$ cat config.mk
export PLATFORM = sky130hd
export DESIGN_NAME = fault_leaky_bucket_trip_unit_flat
export DESIGN_NICKNAME = d
export VERILOG_FILES = /design/src/hw/rtl/flbt_pkg.sv /design/src/hw/rtl/flbt_req_if.sv /design/src/hw/rtl/flbt_rsp_if.sv /design/src/hw/rtl/fault_leaky_bucket_trip_unit.sv /design/src/hw/rtl/flbt_cfg_regs.sv /design/src/hw/rtl/flbt_tracker.sv /design/src/flat_wrapper.sv
export VERILOG_INCLUDE_DIRS = /design/src /design/src/hw/rtl
export SDC_FILE = /design/constraint.sdc
export NUM_CORES = 1
export LEC_CHECK = 0
export BUFFER_PORTS_ARGS = -buffer_cell sky130_fd_sc_hd__buf_2
export CORE_MARGIN = 2
export CORE_UTILIZATION = 30
export DETAILED_ROUTE_END_ITERATION = 7
export GPL_ROUTABILITY_DRIVEN = 0
export SYNTH_ARGS = -nofsm -noshare
export SYNTH_HDL_FRONTEND = slang
export SYNTH_SLANG_ARGS = --single-unit
$ cat constraint.sdc
create_clock -name clk -period 8.09 [get_ports clk]
set_input_delay 0 -clock clk [delete_from_list [all_inputs] [get_ports clk]]
set_output_delay 0 -clock clk [all_outputs]
set_load 0.005 [all_outputs]
$ cat src/hw/rtl/fault_leaky_bucket_trip_unit_defines.svh
// Assertion macros shared by the fault trip unit.
`ifndef FAULT_LEAKY_BUCKET_TRIP_UNIT_DEFINES_SVH
`define FAULT_LEAKY_BUCKET_TRIP_UNIT_DEFINES_SVH

// Clocked check that is switched off while reset is asserted.
`define FLBT_ASSERT(label, prop, msg) \
	label: assert property (@(posedge clk) disable iff (!arst_n) prop) else $error(msg);

// Clocked check that also holds while reset is asserted.
`define FLBT_ASSERT_ALWAYS(label, prop, msg) \
	label: assert property (@(posedge clk) prop) else $error(msg);

`endif

$ cat src/hw/rtl/flbt_pkg.sv
`timescale 1ns / 1ps
`default_nettype none

package flbt_pkg;

	// Fixed field widths.
	localparam int TYPE_W      = 3;
	localparam int LIMIT_W     = 8;
	localparam int LIMITS_W    = 64;
	localparam int POLICY_W    = 2;
	localparam int COUNT_OUT_W = 16;
	localparam int CFG_IDX_W   = 3;
	localparam int CFG_DATA_W  = 64;

	// Extra count added to the limping type once it is over its limit.
	localparam int LIMP_EXTRA = 9;

	// Configuration register indexes.
	localparam logic [CFG_IDX_W-1:0] REG_LIMITS     = 3'd0;
	localparam logic [CFG_IDX_W-1:0] REG_LIMP_INDEX = 3'd1;
	localparam logic [CFG_IDX_W-1:0] REG_PEC_INDEX  = 3'd2;
	localparam logic [CFG_IDX_W-1:0] REG_POLICY     = 3'd3;
	localparam logic [CFG_IDX_W-1:0] REG_STOP_CORE  = 3'd4;
	localparam logic [CFG_IDX_W-1:0] REG_DEBUG      = 3'd5;

	// Relay policy codes; the unused code behaves as trip always.
	localparam logic [POLICY_W-1:0] POLICY_TRIP     = 2'd0;
	localparam logic [POLICY_W-1:0] POLICY_BYPASS   = 2'd1;
	localparam logic [POLICY_W-1:0] POLICY_SKIP_PEC = 2'd2;

	typedef struct packed {
		logic [LIMITS_W-1:0] limits;
		logic [TYPE_W-1:0]   limp_index;
		logic [TYPE_W-1:0]   pec_index;
		logic [POLICY_W-1:0] relay_policy;
		logic                stop_core;
		logic                debug_on_trip;
	} cfg_t;

	typedef struct packed {
		logic                   fault_echo;
		logic                   trip_relays;
		logic                   over_limit;
		logic [TYPE_W-1:0]      last_fault;
		logic                   last_fault_valid;
		logic                   core_running;
		logic                   debug_active;
		logic [COUNT_OUT_W-1:0] count_now;
	} result_t;

endpackage

`default_nettype wire

$ cat src/hw/rtl/flbt_req_if.sv
`timescale 1ns / 1ps
`default_nettype none

// Fault report channel.
interface flbt_req_if import flbt_pkg::*; ();
	logic              valid;
	logic              ready;
	logic [TYPE_W-1:0] fault_type;
	logic              fault_present;

	modport source (output valid, output fault_type, output fault_present, input ready);
	modport sink   (input valid, input fault_type, input fault_present, output ready);
endinterface

`default_nettype wire

$ cat src/hw/rtl/flbt_rsp_if.sv
`timescale 1ns / 1ps
`default_nettype none

// Trip result channel.
interface flbt_rsp_if import flbt_pkg::*; ();
	logic                   valid;
	logic                   ready;
	logic                   fault_echo;
	logic                   trip_relays;
	logic                   over_limit;
	logic [TYPE_W-1:0]      last_fault;
	logic                   last_fault_valid;
	logic                   core_running;
	logic                   debug_active;
	logic [COUNT_OUT_W-1:0] count_now;

	modport source (output valid, output fault_echo, output trip_relays, output over_limit,
		output last_fault, output last_fault_valid, output core_running,
		output debug_active, output count_now, input ready);
	modport sink (input valid, input fault_echo, input trip_relays, input over_limit,
		input last_fault, input last_fault_valid, input core_running,
		input debug_active, input count_now, output ready);
endinterface

`default_nettype wire

$ cat src/hw/rtl/fault_leaky_bucket_trip_unit.sv
// Channel   Direction  Word
// req       in         fault_type, fault_present
// rsp       out        echo, trip, over limit, last fault, flags, count_now
// cfg       in         write enable, register index, 64-bit data
//
// Each report passes through the input register, then through the counter
// update into the output register. A new report is accepted every cycle
// unless rsp stalls with both registers full; the counter state commits as a word
// enters the output register, so consecutive reports of one type chain.
// A stall on rsp holds the output register and backs up into req only once
// the input register is also full. Reset clears all counters at once.
`timescale 1ns / 1ps
`default_nettype none
`include "fault_leaky_bucket_trip_unit_defines.svh"

module fault_leaky_bucket_trip_unit import flbt_pkg::*; #(
	parameter int NUM_FAULTS = 8,
	parameter int COUNT_BITS = 16
) (
	input  wire logic                  clk,
	input  wire logic                  arst_n,
	input  wire logic                  cfg_we,
	input  wire logic [CFG_IDX_W-1:0]  cfg_index,
	input  wire logic [CFG_DATA_W-1:0] cfg_data,
	flbt_req_if.sink                   req,
	flbt_rsp_if.source                 rsp
);

	cfg_t              cfg;
	result_t           result;
	result_t           res_s2;
	logic              valid_s1;
	logic [TYPE_W-1:0] type_s1;
	logic              present_s1;
	logic              valid_s2;
	logic              adv;

	flbt_cfg_regs u_cfg (
		.clk       (clk),
		.arst_n    (arst_n),
		.cfg_we    (cfg_we),
		.cfg_index (cfg_index),
		.cfg_data  (cfg_data),
		.cfg       (cfg)
	);

	flbt_tracker #(
		.NUM_FAULTS (NUM_FAULTS),
		.COUNT_BITS (COUNT_BITS)
	) u_tracker (
		.clk          (clk),
		.arst_n       (arst_n),
		.cfg          (cfg),
		.commit       (valid_s1 && adv),
		.item_type    (type_s1),
		.item_present (present_s1),
		.result       (result)
	);

	// The output register can take a word when empty or being drained.
	assign adv       = !valid_s2 || rsp.ready;
	assign req.ready = !valid_s1 || adv;

	// Input register.
	always_ff @(posedge clk or negedge arst_n) begin
		if (!arst_n) begin
			valid_s1 <= 1'b0;
		end else if (req.ready) begin
			valid_s1 <= req.valid;
		end
	end

	always_ff @(posedge clk) begin
		if (req.valid && req.ready) begin
			type_s1    <= req.fault_type;
			present_s1 <= req.fault_present;
		end
	end

	// Output register.
	always_ff @(posedge clk or negedge arst_n) begin
		if (!arst_n) begin
			valid_s2 <= 1'b0;
		end else if (adv) begin
			valid_s2 <= valid_s1;
		end
	end

	always_ff @(posedge clk) begin
		if (valid_s1 && adv) begin
			res_s2 <= result;
		end
	end

	assign rsp.valid            = valid_s2;
	assign rsp.fault_echo       = res_s2.fault_echo;
	assign rsp.trip_relays      = res_s2.trip_relays;
	assign rsp.over_limit       = res_s2.over_limit;
	assign rsp.last_fault       = res_s2.last_fault;
	assign rsp.last_fault_valid = res_s2.last_fault_valid;
	assign rsp.core_running     = res_s2.core_running;
	assign rsp.debug_active     = res_s2.debug_active;
	assign rsp.count_now        = res_s2.count_now;

	// A word leaving the input register always lands in the output register.
	`FLBT_ASSERT(a_word_moves, valid_s1 && adv |=> valid_s2, "input word was lost")
	// A trip is only ever commanded by a report that went over its limit.
	`FLBT_ASSERT(a_trip_over, valid_s2 && res_s2.trip_relays |-> res_s2.over_limit, "trip without over limit")
	// Once over limit, the last fault is marked valid in the same word.
	`FLBT_ASSERT(a_over_valid, valid_s2 && res_s2.over_limit |-> res_s2.last_fault_valid, "over limit without last fault")
	// Both pipeline stages are empty in the cycle after reset is seen low.
	`FLBT_ASSERT_ALWAYS(a_rst_empty, !arst_n |=> !valid_s1 && !valid_s2, "pipeline not empty in reset")

endmodule

`default_nettype wire

$ cat src/hw/rtl/flbt_cfg_regs.sv
`timescale 1ns / 1ps
`default_nettype none

module flbt_cfg_regs import flbt_pkg::*; (
	input  wire logic                  clk,
	input  wire logic                  arst_n,
	input  wire logic                  cfg_we,
	input  wire logic [CFG_IDX_W-1:0]  cfg_index,
	input  wire logic [CFG_DATA_W-1:0] cfg_data,
	output cfg_t                       cfg
);

	cfg_t cfg_q;

	// Register writes; indexes past the list are dropped.
	always_ff @(posedge clk or negedge arst_n) begin
		if (!arst_n) begin
			cfg_q.limits        <= '0;
			cfg_q.limp_index    <= '0;
			cfg_q.pec_index     <= TYPE_W'(1);
			cfg_q.relay_policy  <= POLICY_TRIP;
			cfg_q.stop_core     <= 1'b0;
			cfg_q.debug_on_trip <= 1'b0;
		end else if (cfg_we) begin
			case (cfg_index)
				REG_LIMITS:     cfg_q.limits        <= cfg_data[LIMITS_W-1:0];
				REG_LIMP_INDEX: cfg_q.limp_index    <= cfg_data[TYPE_W-1:0];
				REG_PEC_INDEX:  cfg_q.pec_index     <= cfg_data[TYPE_W-1:0];
				REG_POLICY:     cfg_q.relay_policy  <= cfg_data[POLICY_W-1:0];
				REG_STOP_CORE:  cfg_q.stop_core     <= cfg_data[0];
				REG_DEBUG:      cfg_q.debug_on_trip <= cfg_data[0];
				default: begin
				end
			endcase
		end
	end

	assign cfg = cfg_q;

endmodule

`default_nettype wire

$ cat src/hw/rtl/flbt_tracker.sv
`timescale 1ns / 1ps
`default_nettype none

// Per-type leaky counters, last-fault and mode flags, and the trip decision.
module flbt_tracker import flbt_pkg::*; #(
	parameter int NUM_FAULTS = 8,
	parameter int COUNT_BITS = 16
) (
	input  wire logic              clk,
	input  wire logic              arst_n,
	input  wire cfg_t              cfg,
	input  wire logic              commit,
	input  wire logic [TYPE_W-1:0] item_type,
	input  wire logic              item_present,
	output result_t                result
);

	localparam int IDX_W = (NUM_FAULTS > 1) ? $clog2(NUM_FAULTS) : 1;
	localparam logic [TYPE_W:0] NUM_EXT = (TYPE_W + 1)'(NUM_FAULTS);
	localparam logic [COUNT_BITS-1:0] COUNT_MAX = {COUNT_BITS{1'b1}};
	localparam logic [COUNT_BITS:0] EXTRA_EXT = (COUNT_BITS + 1)'(LIMP_EXTRA);

	logic [COUNT_BITS-1:0] count_q [NUM_FAULTS];
	logic [TYPE_W-1:0]     last_fault_q;
	logic                  last_valid_q;
	logic                  core_q;
	logic                  debug_q;

	logic                  in_range;
	logic [IDX_W-1:0]      idx;
	logic [COUNT_BITS-1:0] cur;
	logic [LIMIT_W-1:0]    lim;
	logic [COUNT_BITS:0]   inc1;
	logic [COUNT_BITS-1:0] c1;
	logic [COUNT_BITS:0]   inc9;
	logic [COUNT_BITS-1:0] c9;
	logic [COUNT_BITS-1:0] dec;
	logic [COUNT_BITS-1:0] next_c;
	logic                  over;
	logic                  is_limp;
	logic                  trip_ok;
	logic                  hard_trip;
	logic [TYPE_W-1:0]     last_fault_d;
	logic                  last_valid_d;
	logic                  core_d;
	logic                  debug_d;
	logic [31:0]           count_wide;

	// Counter read and saturating updates.
	always_comb begin
		in_range = {1'b0, item_type} < NUM_EXT;
		idx      = item_type[IDX_W-1:0];
		cur      = count_q[idx];
		lim      = cfg.limits[LIMIT_W*item_type +: LIMIT_W];
		inc1     = {1'b0, cur} + (COUNT_BITS + 1)'(1);
		c1       = inc1[COUNT_BITS] ? COUNT_MAX : inc1[COUNT_BITS-1:0];
		inc9     = {1'b0, c1} + EXTRA_EXT;
		c9       = inc9[COUNT_BITS] ? COUNT_MAX : inc9[COUNT_BITS-1:0];
		dec      = (cur == '0) ? cur : cur - COUNT_BITS'(1);
		is_limp  = item_type == cfg.limp_index;
		over     = in_range && item_present && (c1 > COUNT_BITS'(lim));

		if (!item_present) begin
			next_c = dec;
		end else if (over && is_limp) begin
			next_c = c9;
		end else begin
			next_c = c1;
		end
	end

	// Relay policy and mode flag effects of a trip.
	always_comb begin
		case (cfg.relay_policy)
			POLICY_BYPASS:   trip_ok = 1'b0;
			POLICY_SKIP_PEC: trip_ok = item_type != cfg.pec_index;
			default:         trip_ok = 1'b1;
		endcase
		hard_trip    = over && !is_limp;
		last_fault_d = over ? item_type : last_fault_q;
		last_valid_d = over | last_valid_q;
		core_d       = (hard_trip && cfg.stop_core) ? 1'b0 : core_q;
		debug_d      = (hard_trip && cfg.debug_on_trip) ? 1'b1 : debug_q;
		count_wide   = 32'(next_c);
	end

	// Result word as the state stands after this report.
	always_comb begin
		result.fault_echo       = item_present;
		result.trip_relays      = hard_trip && trip_ok;
		result.over_limit       = over;
		result.last_fault       = last_fault_d;
		result.last_fault_valid = last_valid_d;
		result.core_running     = core_d;
		result.debug_active     = debug_d;
		result.count_now        = in_range ? count_wide[COUNT_OUT_W-1:0] : '0;
	end

	// State commit when the result word moves to the output register.
	always_ff @(posedge clk or negedge arst_n) begin
		if (!arst_n) begin
			for (int i = 0; i < NUM_FAULTS; i++) begin
				count_q[i] <= '0;
			end
			last_fault_q <= '0;
			last_valid_q <= 1'b0;
			core_q       <= 1'b1;
			debug_q      <= 1'b0;
		end else if (commit && in_range) begin
			count_q[idx] <= next_c;
			last_fault_q <= last_fault_d;
			last_valid_q <= last_valid_d;
			core_q       <= core_d;
			debug_q      <= debug_d;
		end
	end

endmodule

`default_nettype wire
$ cat src/flat_wrapper.sv
// flat-port wrapper written by rule: the top's interface ports become plain ports
module fault_leaky_bucket_trip_unit_flat import flbt_pkg::*;
#(
	parameter int NUM_FAULTS = 8,
	parameter int COUNT_BITS = 16
)
  (clk, arst_n, cfg_we, cfg_index, cfg_data, req_valid, req_fault_type, req_fault_present, req_ready, rsp_valid, rsp_fault_echo, rsp_trip_relays, rsp_over_limit, rsp_last_fault, rsp_last_fault_valid, rsp_core_running, rsp_debug_active, rsp_count_now, rsp_ready);
  flbt_req_if req_i ();
  flbt_rsp_if rsp_i ();
  input  wire logic clk;
  input  wire logic arst_n;
  input  wire logic cfg_we;
  input  wire logic [CFG_IDX_W-1:0] cfg_index;
  input  wire logic [CFG_DATA_W-1:0] cfg_data;
  input wire logic [$bits(req_i.valid)-1:0] req_valid;
  input wire logic [$bits(req_i.fault_type)-1:0] req_fault_type;
  input wire logic [$bits(req_i.fault_present)-1:0] req_fault_present;
  output wire logic [$bits(req_i.ready)-1:0] req_ready;
  output wire logic [$bits(rsp_i.valid)-1:0] rsp_valid;
  output wire logic [$bits(rsp_i.fault_echo)-1:0] rsp_fault_echo;
  output wire logic [$bits(rsp_i.trip_relays)-1:0] rsp_trip_relays;
  output wire logic [$bits(rsp_i.over_limit)-1:0] rsp_over_limit;
  output wire logic [$bits(rsp_i.last_fault)-1:0] rsp_last_fault;
  output wire logic [$bits(rsp_i.last_fault_valid)-1:0] rsp_last_fault_valid;
  output wire logic [$bits(rsp_i.core_running)-1:0] rsp_core_running;
  output wire logic [$bits(rsp_i.debug_active)-1:0] rsp_debug_active;
  output wire logic [$bits(rsp_i.count_now)-1:0] rsp_count_now;
  input wire logic [$bits(rsp_i.ready)-1:0] rsp_ready;
  assign req_i.valid = req_valid;
  assign req_i.fault_type = req_fault_type;
  assign req_i.fault_present = req_fault_present;
  assign req_ready = req_i.ready;
  assign rsp_valid = rsp_i.valid;
  assign rsp_fault_echo = rsp_i.fault_echo;
  assign rsp_trip_relays = rsp_i.trip_relays;
  assign rsp_over_limit = rsp_i.over_limit;
  assign rsp_last_fault = rsp_i.last_fault;
  assign rsp_last_fault_valid = rsp_i.last_fault_valid;
  assign rsp_core_running = rsp_i.core_running;
  assign rsp_debug_active = rsp_i.debug_active;
  assign rsp_count_now = rsp_i.count_now;
  assign rsp_i.ready = rsp_ready;
  fault_leaky_bucket_trip_unit #(.NUM_FAULTS(NUM_FAULTS), .COUNT_BITS(COUNT_BITS)) u_core (.clk(clk), .arst_n(arst_n), .cfg_we(cfg_we), .cfg_index(cfg_index), .cfg_data(cfg_data), .req(req_i), .rsp(rsp_i));
endmodule
# Word-level counts from Yosys, hierarchy flattened
# Cells that the tools add are included.
# classes
add_sub_neg	3
reduce_logical	22
magnitude_cmp	3
bitwise	2
n_mux	15
shifts	1
eq_ne	9
# op_table
op	n
128-bit bitwise mux	1
16-bit two-way mux	8
64-bit by 7-bit variable part select with 8-bit output	1
16-bit binary-select mux with 3-bit select	1
16-bit demux with 3-bit select	1
16-bit by 1-bit adder with 17-bit output (second input constant)	1
16-bit by 4-bit adder with 17-bit output (second input constant)	1
16-bit by 8-bit > comparator with 1-bit output	1
16-bit zero test	1
16-bit by 1-bit subtractor with 16-bit output (second input constant)	1
2-bit AND reduction	6
1-bit logical AND	9
3-bit by 2-bit == test with 1-bit output (second input constant)	2
3-bit == test (second input constant)	2
4-bit >= comparator (second input constant)	1
4-bit by 1-bit less-than comparator with 1-bit output (second input constant)	1
3-bit inverter with 4-bit output	1
3-bit by 1-bit == test with 1-bit output (second input constant)	1
3-bit == test	1
1-bit zero test	3
3-bit zero test	1
3-bit two-way mux	1
3-bit != test	1
2-bit by 1-bit == test with 1-bit output (second input constant)	1
5 further kinds	7
# word_totals
inputBits	76
reg_bits	239

# Logic depth before layout (Yosys ltp)
# logic_depth
word_depth	12
ltp_mapped	25
ltp_nobuf	21

# By module
# A second synthesis with hierarchy kept.
# hier_totals
hier_cells	1155
area_unflattened_um2	12776.0
# modules_own_cells
module	seq_area_each_um2	instances	cells_per_inst	area_each_um2
flbt_tracker	3354.5	1	957	8688.3
flbt_cfg_regs	1853.0	1	161	3113.0
fault_leaky_bucket_trip_unit	920.9	1	37	974.7

# Least setup slack after synthesis
# Ideal clock, no wire load.
# synth_path
path_kind	register to register
start	register u_core.type_s1[0]
end	register u_core.u_tracker.count_q[22] (netlist bit)
path_stages_with_launch	24
path_slack_ns	2.911
synth_period_minus_slack_ns	5.179
path_buffers	4
arrival_time_ns	5.055
path_cell_list	edfxtp_1 -> buf_6 -> buf_6 -> buf_6 -> mux4_2 -> mux2i_2 -> inv_2 -> ha_1 -> nand3_2 -> nor3_2 -> and2_1 -> clkbuf_1 -> or2_2 -> ha_1 -> o21a_1 -> o21a_1 -> o21a_1 -> o21ai_0 -> a21oi_1 -> nor4_4 -> a21oi_2 -> and3_1 -> o32a_4 -> mux2_2
# synth_rtl
element	line_no	source
from (decl)	fault_leaky_bucket_trip_unit.sv:33	logic [TYPE_W-1:0] type_s1;
from (signal assigned)	fault_leaky_bucket_trip_unit.sv:75	type_s1 <= req.fault_type;
to (signal, indexed assignment)	flbt_tracker.sv:110	count_q[idx] <= next_c;
to (decl)	flbt_tracker.sv:23	logic [COUNT_BITS-1:0] count_q [NUM_FAULTS];

==> flow_summary.json <==
{
  "status": "finished clean",
  "cp_max_fo": 22,
  "clockBufferDepth": 3,
  "synth.avg_cell_area_sq_um": 11.2,
  "fin_worst_skew_ns": 0.0134,
  "synthFlopType": "dfrtp_1",
  "num_rows": 73,
  "grt_max_degree": 81,
  "start_util_pct": 30.3,
  "nets": 1333,
  "io_buffer_count": 102,
  "fin_setup_tns_ns": 0,
  "htreeDepth": 1,
  "n_antenna_cell": 0,
  "ys_warn_count": 0,
  "synth-edff-count": 29,
  "root_buffer": "clkbuf_16",
  "hold_class": "in -> async",
  "placedCellCount": 1658,
  "clock_latency_ns": 0.54,
  "yosysUniqueCellTypes": 72,
  "tightest_slew_ns": 1.19,
  "yosysSeqAreaShare_pct": 50.9,
  "ys_ff_latch": 239,
  "viasPerCell": 5.01,
  "irDropWorstVdd_uv": 212,
  "post-place-ws_ns": 1.98,
  "relSlewSlack_pct": 20.3,
  "end_kind": "flip-flop",
  "max-cap-violations": 0,
  "drt_iter0_drc": 540,
  "drcViolationCount": 0,
  "syn_nets": 1159,
  "ant_nets": 0,
  "wl_per_cell_microns": 17.9,
  "grt_overflow": 0,
  "dp_hpwl_microns": 21100,
  "cts_tree": "built",
  "final_common_cell": "dfrtp_1",
  "rsz0062_at_grt": "false",
  "pin_count": 103,
  "hold_viol": 0,
  "cts_resized": 0,
  "areaGrowthSynthToFinish_pct": 23.4,
  "critPathKind": "reg -> reg",
  "coreArea_sq_mm": 0.0396,
  "p_per_area_mw_per_mm2": 309,
  "cp_data_required_time_ns": 8.51,
  "timing.final.ws_setup_ns": 1.89,
  "die_x_microns": 204,
  "p_leak_uw": 0.00611,
  "clk_pin_slew_ns": 0.06,
  "grt_usage_pct": 15.7,
  "drive_gt1_share_pct": 26.3,
  "die_area_sq_mm": 0.0417,
  "syn-instance-count": 1071,
  "crit_arrival_ns": 6.62,
  "async_flop_share_pct": 87.9,
  "max_freq_ghz": 0.161,
  "synthesis.area_sq_mm": 0.0120,
  "period_minus_slack_ns": 6.20,
  "instances_no_fill": 1792,
  "cts_sinks": 239,
  "cts_buffers": 28,
  "grt_pass1_wl_microns": 52100,
  "drt-total-wl_microns": 32100,
  "final_cell_mix": "dfrtp_1, nand2_1, mux2_2, buf_2, nor2_1",
  "slew_viol_final": 0,
  "grt_pass1_vias": 9310,
  "start_kind": "flip-flop",
  "die_y_microns": 204,
  "finalCritPeriodShare_pct": 76.6,
  "setup_viol": 0,
  "vias": 8981,
  "antenna_found_initial": 0,
  "first_pass_iters": 5
}
[cell usage after synthesis, drive strengths merged (12+ instances only)]
cell type	number	share of area, %
ha	12	1.2
a21oi	70	2.9
nor2	89	2.8
inv	25	0.78
edfxtp	29	7.2
nand3	25	1.1
mux4	37	6.9
o21ai	76	3.2
xnor2	25	1.8
mux2	105	9.8
nor3	23	1.0
nand2	126	3.9
mux2i	28	2.7
dfrtp	208	43
buf	17	0.94
clkbuf	39	1.2
[layer usage]
metal  vias to the layer above  share of wire (%)  GRT usage (%)
met3                        61                4.9           2.30
met1                      4400                 46           22.2
met4                         0                2.9           4.53
met2                       275                 46           25.0
li1                       4245                  -              -
met5                         -                  0              0
[area by class of cell]
cell class	instances	area, sq um
flip-flops and latches	239	6130
clock buffers	41	821
fillers	3903	24800
repair buffers	200	1480
well taps	525	657
inverters	25	93.8
clock inverters	11	101
multi-input cells	751	5570
[cells by family after synthesis]
kind of cell             count (synthesis)  synth area share [%]
multiplexers                           170                  19.5
flip-flops                             239                  50.9
AND/OR/NAND/NOR                        330                  12.9
XOR/XNOR                                30                  2.18
adder cells (fa/ha/maj)                 12                  1.25
AO/OA/AOI/OAI                          209                  10.3
buffers and inverters                   81                  2.93
[where the power goes]
group          switching [uW]  total [uW]  internal, uW
registers                 193        1800          1610
clock network             494        1250           760
logic                     856        1530           674
total                    1540        4580          3040
[path summary, 6_finish.rpt]
check,to,slack (ns),depth (start not counted),from
max,u_core.u_tracker.count_q[118]$_DFFE_PN0P_,1.89,18,u_core.type_s1[0]$_DFFE_PP_
min,u_core.u_cfg.cfg[47]$_DFFE_PN0P_,0.05,3,arst_n
max reg2reg,u_core.u_tracker.count_q[118]$_DFFE_PN0P_,1.89,18,u_core.type_s1[0]$_DFFE_PP_
min reg2reg,u_core.u_tracker.core_q$_DFFE_PN1P_,0.45,1,u_core.u_tracker.core_q$_DFFE_PN1P_
max in group asynchronous,u_core.u_tracker.count_q[81]$_DFFE_PN0P_,7.05,3,arst_n
min in group clk,u_core.present_s1$_DFFE_PP_,0.17,2,req_fault_present
[metrics by stage]
stage	total power, uW	cell area, sq um	utilization, %	hold slack (ns)
2_1_floorplan	2880	12000	-	-0.296
3_3_place_gp	3260	13100	33.0	-0.00360
3_5_place_dp	3300	13100	33.0	-0.00106
4_1_cts	4610	14800	37.5	0.0551
5_1_grt	4880	14800	37.5	0.0753
6_report	4580	14800	37.5	0.0488
[registers in the layout, summed over array words and instances (netlist names)]
signal,cells
u_core.type_s1,3
u_core.rsp.over_limit,1
u_core.rsp.last_fault_valid,1
u_core.present_s1,1
u_core.rsp.count_now,16
u_core.rsp.last_fault,3
u_core.u_tracker.last_fault_q,3
u_core.u_tracker.core_q,1
u_core.u_tracker.debug_q,1
u_core.rsp.core_running,1
u_core.u_tracker.count_q,128
u_core.rsp.trip_relays,1
u_core.u_tracker.last_valid_q,1
u_core.rsp.fault_echo,1
u_core.rsp.valid,1
u_core.valid_s1,1
u_core.u_cfg.cfg,74
u_core.rsp.debug_active,1
[critical path, stage by stage, from the launching register on]
cell,delay (ns)
edfxtp_1,1.06
inv_2,0.57
mux2i_2,0.34
or3_1,0.46
nor3_2,0.42
nand2_1,0.29
nand2b_1,0.20
ha_1,0.26
nor2b_1,0.14
o21a_1,0.16
o21a_1,0.16
o21a_1,0.15
o21ai_0,0.14
a21oi_1,0.13
nor4_4,0.46
a21oi_2,0.20
and3_1,0.23
o32a_4,0.41
mux2_2,0.28
[what timing repair did]
action	in CTS	in global routing
endpoints found under the setup margin	0	0
hold buffers	82	0
hold endpoints to repair	137	0
buffers inserted	0	0
Power figures use the tool's default switching activity.
